--- config.mk ---
export PLATFORM = sky130hd
export DESIGN_NAME = lrs_queue
export DESIGN_NICKNAME = d
export VERILOG_FILES = /design/src/hw/rtl/lrs_pkg.sv /design/src/hw/rtl/lrs_queue.sv
export VERILOG_INCLUDE_DIRS = /design/src /design/src/hw/rtl
export SDC_FILE = /design/constraint.sdc
export NUM_CORES = 1
export LEC_CHECK = 0
export BUFFER_PORTS_ARGS = -buffer_cell sky130_fd_sc_hd__clkbuf_2
export CAP_MARGIN = 20
export CORE_ASPECT_RATIO = 1.2
export CORE_UTILIZATION = 59
export CTS_BUF_LIST = sky130_fd_sc_hd__clkbuf_8
export DETAILED_ROUTE_END_ITERATION = 7
export PLACE_DENSITY = 0.82
export SYNTH_ARGS = -nofsm -noshare
export SYNTH_HDL_FRONTEND = slang
export SYNTH_SLANG_ARGS = --single-unit
--- constraint.sdc ---
create_clock -name clock -period 3.3 [get_ports clock]
set_input_delay 0.66 -clock clock [delete_from_list [all_inputs] [get_ports clock]]
set_output_delay 0.66 -clock clock [all_outputs]
set_load 0.05 [all_outputs]
--- src/hw/rtl/assert_macros.svh ---
`ifndef ASSERT_MACROS_SVH
`define ASSERT_MACROS_SVH

// Concurrent check sampled on the module clock, off while reset is high.
`define ASSERT_CLK(label, prop, msg) \
   label: assert property (@(posedge clock) disable iff (reset) (prop)) else $error(msg);

// Condition that must never be true at a sampled clock edge.
`define ASSERT_NEVER(label, cond, msg) \
   label: assert property (@(posedge clock) disable iff (reset) !(cond)) else $error(msg);

`endif

--- src/hw/rtl/lrs_pkg.sv ---
`timescale 1ns / 1ps

package lrs_pkg;

   localparam int DATA_W      = 8;
   localparam int COEFF_W     = 24;
   localparam int INDEX_W     = 8;
   localparam int MODULUS_W   = 23;
   localparam int PARTIAL_W   = 16;
   localparam int CSR_INDEX_W = 1;
   localparam int CSR_DATA_W  = 23;

   localparam logic [MODULUS_W-1:0] MODULUS_RESET = 23'd8380417;

   localparam logic [CSR_INDEX_W-1:0] CSR_SAMPLE_MODE = 1'b0;
   localparam logic [CSR_INDEX_W-1:0] CSR_MODULUS     = 1'b1;

   typedef enum logic [1:0] {
      MODE_UNIFORM = 2'd0,
      MODE_ETA2    = 2'd1,
      MODE_ETA4    = 2'd2,
      MODE_UNUSED  = 2'd3
   } sample_mode_type;

   typedef struct packed {
      logic [COEFF_W-1:0] coeff;
      logic [INDEX_W-1:0] coeff_index;
      logic               poly_done;
   } result_type;

   typedef struct packed {
      result_type first;
      result_type second;
      logic       two;
   } entry_type;

   typedef struct packed {
      logic full;
      logic empty;
   } queue_status_type;

   typedef struct packed {
      logic               ok;
      logic [COEFF_W-1:0] value;
   } eta_result_type;

   // Eta nibble mapping; the remainder by five uses the 205 / 1024 reciprocal.
   function automatic eta_result_type eta_map(input logic [3:0] nib,
                                              input sample_mode_type mode);
      logic [11:0]    prod;
      logic [3:0]     rem;
      eta_result_type r;
      prod = 12'd205 * {8'd0, nib};
      rem  = nib - 4'({2'b00, prod[11:10]} * 4'd5);
      if (mode == MODE_ETA2) begin
         r.ok    = (nib < 4'd15);
         r.value = 24'd2 - {20'd0, rem};
      end else begin
         r.ok    = (nib < 4'd9);
         r.value = 24'd4 - {20'd0, nib};
      end
      return r;
   endfunction

endpackage

--- src/hw/rtl/lrs_queue.sv ---
`timescale 1ns / 1ps
`include "assert_macros.svh"

module lrs_queue import lrs_pkg::*; #(
   parameter int DEPTH = 4
) (
   input  logic             clock,
   input  logic             reset,
   input  logic             push,
   input  entry_type        push_data,
   input  logic             pop,
   output entry_type        pop_data,
   output queue_status_type status
);

   localparam int PW = (DEPTH > 1) ? $clog2(DEPTH) : 1;
   localparam int FW = $clog2(DEPTH + 1);
   localparam logic [PW-1:0] PTR_LAST = PW'(DEPTH - 1);
   localparam logic [FW-1:0] FILL_MAX = FW'(DEPTH);

   entry_type       slot_ff [DEPTH];
   logic [PW-1:0]   wr_ff, rd_ff;
   logic [FW-1:0]   fill_ff;

   assign pop_data     = slot_ff[rd_ff];
   assign status.full  = (fill_ff == FILL_MAX);
   assign status.empty = (fill_ff == '0);

   always_ff @(posedge clock) begin
      if (push) begin
         slot_ff[wr_ff] <= push_data;
      end
   end

   always_ff @(posedge clock) begin
      if (reset) begin
         wr_ff   <= '0;
         rd_ff   <= '0;
         fill_ff <= '0;
      end else begin
         if (push) begin
            wr_ff <= (wr_ff == PTR_LAST) ? '0 : wr_ff + PW'(1);
         end
         if (pop) begin
            rd_ff <= (rd_ff == PTR_LAST) ? '0 : rd_ff + PW'(1);
         end
         if (push && !pop) begin
            fill_ff <= fill_ff + FW'(1);
         end else if (pop && !push) begin
            fill_ff <= fill_ff - FW'(1);
         end
      end
   end

   `ASSERT_CLK(no_overflow, push |-> !status.full, "push into a full queue")
   `ASSERT_CLK(no_underflow, pop |-> !status.empty, "pop from an empty queue")

endmodule

### Yosys cells after proc, flatten, opt, wreduce, memory -nomap -nowiden

Memories as Yosys holds them, arrays and structs flattened. A register that Yosys moved wholly into a read port is not among the register bits.
Cells that the tools add are included.

| word-level totals | value |
|---|---|
| flip-flop bits (word level) | 7 |
| bits in writable memories | 268 |
| input bits | 71 |
| output and inout port bits | 69 |
| memories kept | 1 |

Memories:

| memory | words | width | rd ports | clocked after Yosys merged registers in | wr ports | line | RTL |
|---|---|---|---|---|---|---|---|
| slot_ff | 4 | 67 | 1 | 1 | 1 | lrs_queue.sv:21 | `entry_type slot_ff [DEPTH];` |

| cells by class | value |
|---|---|
| $add $sub $neg | 4 |
| eq/ne operators | 3 |
| mux-type cells | 8 |
| reductions and logical operators | 6 |

Operator list:

| kind | number |
|---|---|
| $mux W2 | 4 |
| $mux W3 | 2 |
| $add A2 B1 Y2 const B | 2 |
| $eq A2 B2 Y1 const B | 2 |
| $add A3 B1 Y3 const B | 1 |
| $eq A3 B3 Y1 const B | 1 |
| $logic_not A3 Y1 | 1 |
| $sub A3 B1 Y3 const B | 1 |
| $logic_and A1 B1 Y1 | 2 |
| $logic_not A1 Y1 | 2 |
| $mux W1 | 2 |
| $reduce_bool A2 Y1 | 1 |

### Longest topological paths before layout

| depth | value |
|---|---|
| word-level depth | 4 |
| depth in mapped cells | 7 |

### Worst setup path before layout

OpenSTA, ideal clock, no wires.

| timing path | value |
|---|---|
| path kind | input to register |
| start | input port push |
| end | memory slot_ff[0][0] (netlist bit), enable pin |
| setup time | 432 ps |
| arrival time | 2233 ps |
| data required time | 2868 ps |
| setup slack | 635 ps |
| cell stages on the path | 1 |
| path buffers | 0 |
| path through | and2_1 |

| on the way | value |
|---|---|
| longest elaborated chain between the ends | 2 |

Ends and longest elaborated chain:

| what | line | RTL |
|---|---|---|
| start, declared | lrs_queue.sv:9 | `input logic push,` |
| $mux W1 | lrs_queue.sv:30 | `if (push) begin` |
| $mux W1 (implied by the code) | lrs_queue.sv:31 | `slot_ff[wr_ff] <= push_data;` |
| end, declared | lrs_queue.sv:21 |  |

No other way between the ends.

==> impl_metrics.csv <==
group,metric,value,unit
outcome,outcome,"finished, violations left",
outcome,violations,"design-rule violations",
grt,antenna_found_initial,0,
clock_network,htree_levels,2,
final_layout,multi_input_area,1760,sq um
sta,holdWs,0.357,ns
critical_path,worstSetupPathType,"register to primary output",
sta,drv_slew,0,
sta,setup_viol,0,
clock_network,cts_tree,"done",
synth,syn_inst,394,
power,ir_drop,0.406,mV
synth,ys_types,20,
clock_network,clk_path_buf_depth,3,
final_layout,regArea,8240,sq um
sta,worst_slew_pin_slew,0.572,ns
floorplan,io_pins,140,
final_layout,layout.cells.non_filler,817,
routing,wl_per_cell,21.0,um
placed_design,place.gp.congestion,0.711,
clock_network,cts_resized,0,
power,leakagePower,4.11,nW
synth,yosysSeqAreaShare,81.1,%
sta,setup_slack,0.324,ns
sta,rsz0062_at_grt,"false",
sta,period_share,90.2,%
routing,first_iter_violations,241,
clock_network,cts_hold_buf,0,
sta,fmax,336,MHz
placed_design,hpwlAfterDp,10.5,mm
synth,netlist_area,10100,sq um
critical_path,required,2.64,ns
clock_network,cts_root_buf,"clkbuf_8",
critical_path,cp-end-kind,"primary output",
sta,setup_tns,0,ns
synth,synth_warnings,0,
synth,yosys.area.top_type,"edfxtp_1",
grt,grt_overflow,0,
clock_network,postCtsSetupBuffers,0,
routing,drcViolationCount,2,
sta,relSlewSlack,61.9,%
floorplan,start_util,60.2,%
critical_path,cp-start-kind,"register",
floorplan,dieWidth,122,um
power,p_total,0.00758,W
grt,grt_pass1_wl,26.7,mm
synth,syn_avg_cell_area,25.7,sq um
final_layout,fillers,1006,
grt,first_global_vias,5045,
synth,post-synth-top-area-fraction,79.3,%
clock_network,cts_made_buffers,42,
critical_path,crit_path_max_fanout,21,
critical_path,arrival,2.32,ns
floorplan,die_y,146,um
synth,ys_seq_elements,277,
grt,grt_max_degree,40,
floorplan,core,16900,sq um
synth,synth_nets,472,
power,power_density,638,nW/um^2
routing,dr.pass1.iters,8,
final_layout,synthToLayoutAreaGrowth,17.2,%
final_layout,final_nets,648,
routing,routed_wl,17.2,mm
sta,hold_viol,0,
floorplan,rows,52,
clock_network,clk_pin_slew,0.06,ns
floorplan,dieArea,17700,sq um
routing,vias_per_cell,5.64,
synth,synth_area_leaders,"edfxtp_1, mux4_2, dfxtp_1",
clock_network,clock-sinks,277,
clock_network,clock_latency,0.51,ns
routing,via_count,4604,
sta,post-route-min-period,2.98,ns
sta,fin_skew,0.0111,ns
placed_design,dpl_worst_slack,0.783,ns
job,drv_cap,0,
placed_design,port_buffers,139,
placed_design,placedCellCount,742,
final_layout,final_cell_mix,"edfxtp_1, clkbuf_2, mux4_2",
routing,ant_nets,0,
final_layout,layout.cells.most_common,"edfxtp_1",
hold_path,worstHoldPathType,"input port to register",
final_layout,n_antenna_cell,0,
final_layout,drive_gt1_share,45.1,%
grt,track_usage,20.5,%
-- stage by stage --
stage                     cell area, sq um  util, %
after floorplan                      10100        -
after global placement               11100     66.0
after detailed placement             11100     66.0
after CTS                            11900     70.5
after global routing                 11900     70.5
final                                11900     70.5
-- logic make-up after synthesis --
family          share of synthesized area (%)
flops                                    81.1
mux                                      15.3
buf+inv                                  1.58
simple gates                            0.765
fa+ha+maj                               0.938
compound gates                          0.148
xor+xnor                                0.173
-- sequential cells by signal (all words and copies together) (netlist names), named ones only --
signal,flops
wr_ff,2
rd_ff,2
fill_ff,3
slot_ff,268
-- cell type report --
cell class | instances | share of cell area, %
inverters | 4 | 0.126
flip-flops and latches | 277 | 69.3
well taps | 216 | 2.27
multi-input cells | 98 | 14.8
clock inverters | 30 | 1.24
clock buffers | 45 | 5.21
repair buffers | 147 | 6.99
-- Yosys cell counts --
master and count:
or3_1 1, ha_1 6, xor2_1 2, buf_12 4
fa_1 1, buf_6 1, buf_4 3, mux4_2 67
o21ai_0 1, dfxtp_1 9, and2_1 4, inv_1 4
nor3_1 1, buf_2 4, edfxtp_1 268, buf_1 3
nor2_1 7, a21oi_1 2, nor3b_1 2, mux2i_1 4
-- worst paths after layout --
| check | start | end | slack (ns) | cells after the start |
|---|---|---|---|---|
| worst min-delay path | push_data[55] | slot_ff[0][55] | 0.36 | 1 |
| worst max register to register | wr_ff[0] | slot_ff[2][60] | 1.56 | 4 |
| worst min register to register | fill_ff[2] | fill_ff[2] | 0.55 | 2 |
| worst max-delay path | register | pop_data[64] | 0.32 | 3 |
-- critical path: stages (launching register included) --
cell	delay [ns]
dfxtp_4	0.60
buf_4	0.37
mux4_2	0.56
clkbuf_2	0.26
-- power breakdown --
| group | internal (W) | total, W | switching, W |
|---|---|---|---|
| registers | 0.00403 | 0.00410 | 0.0000674 |
| clock network | 0.00133 | 0.00251 | 0.00117 |
| logic | 0.000299 | 0.000981 | 0.000682 |
| total | 0.00566 | 0.00758 | 0.00192 |
-- layer usage --
metal	GRT usage, %	vias to the layer above	wire, um	share of wire, %
met5	0	-	0	0
met4	8.27	0	500	2.9
met3	5.56	41	1020	5.9
met2	35.4	153	9110	53
met1	24.3	2360	6530	38
li1	-	2050	-	-
Power figures use the tool's default switching activity.
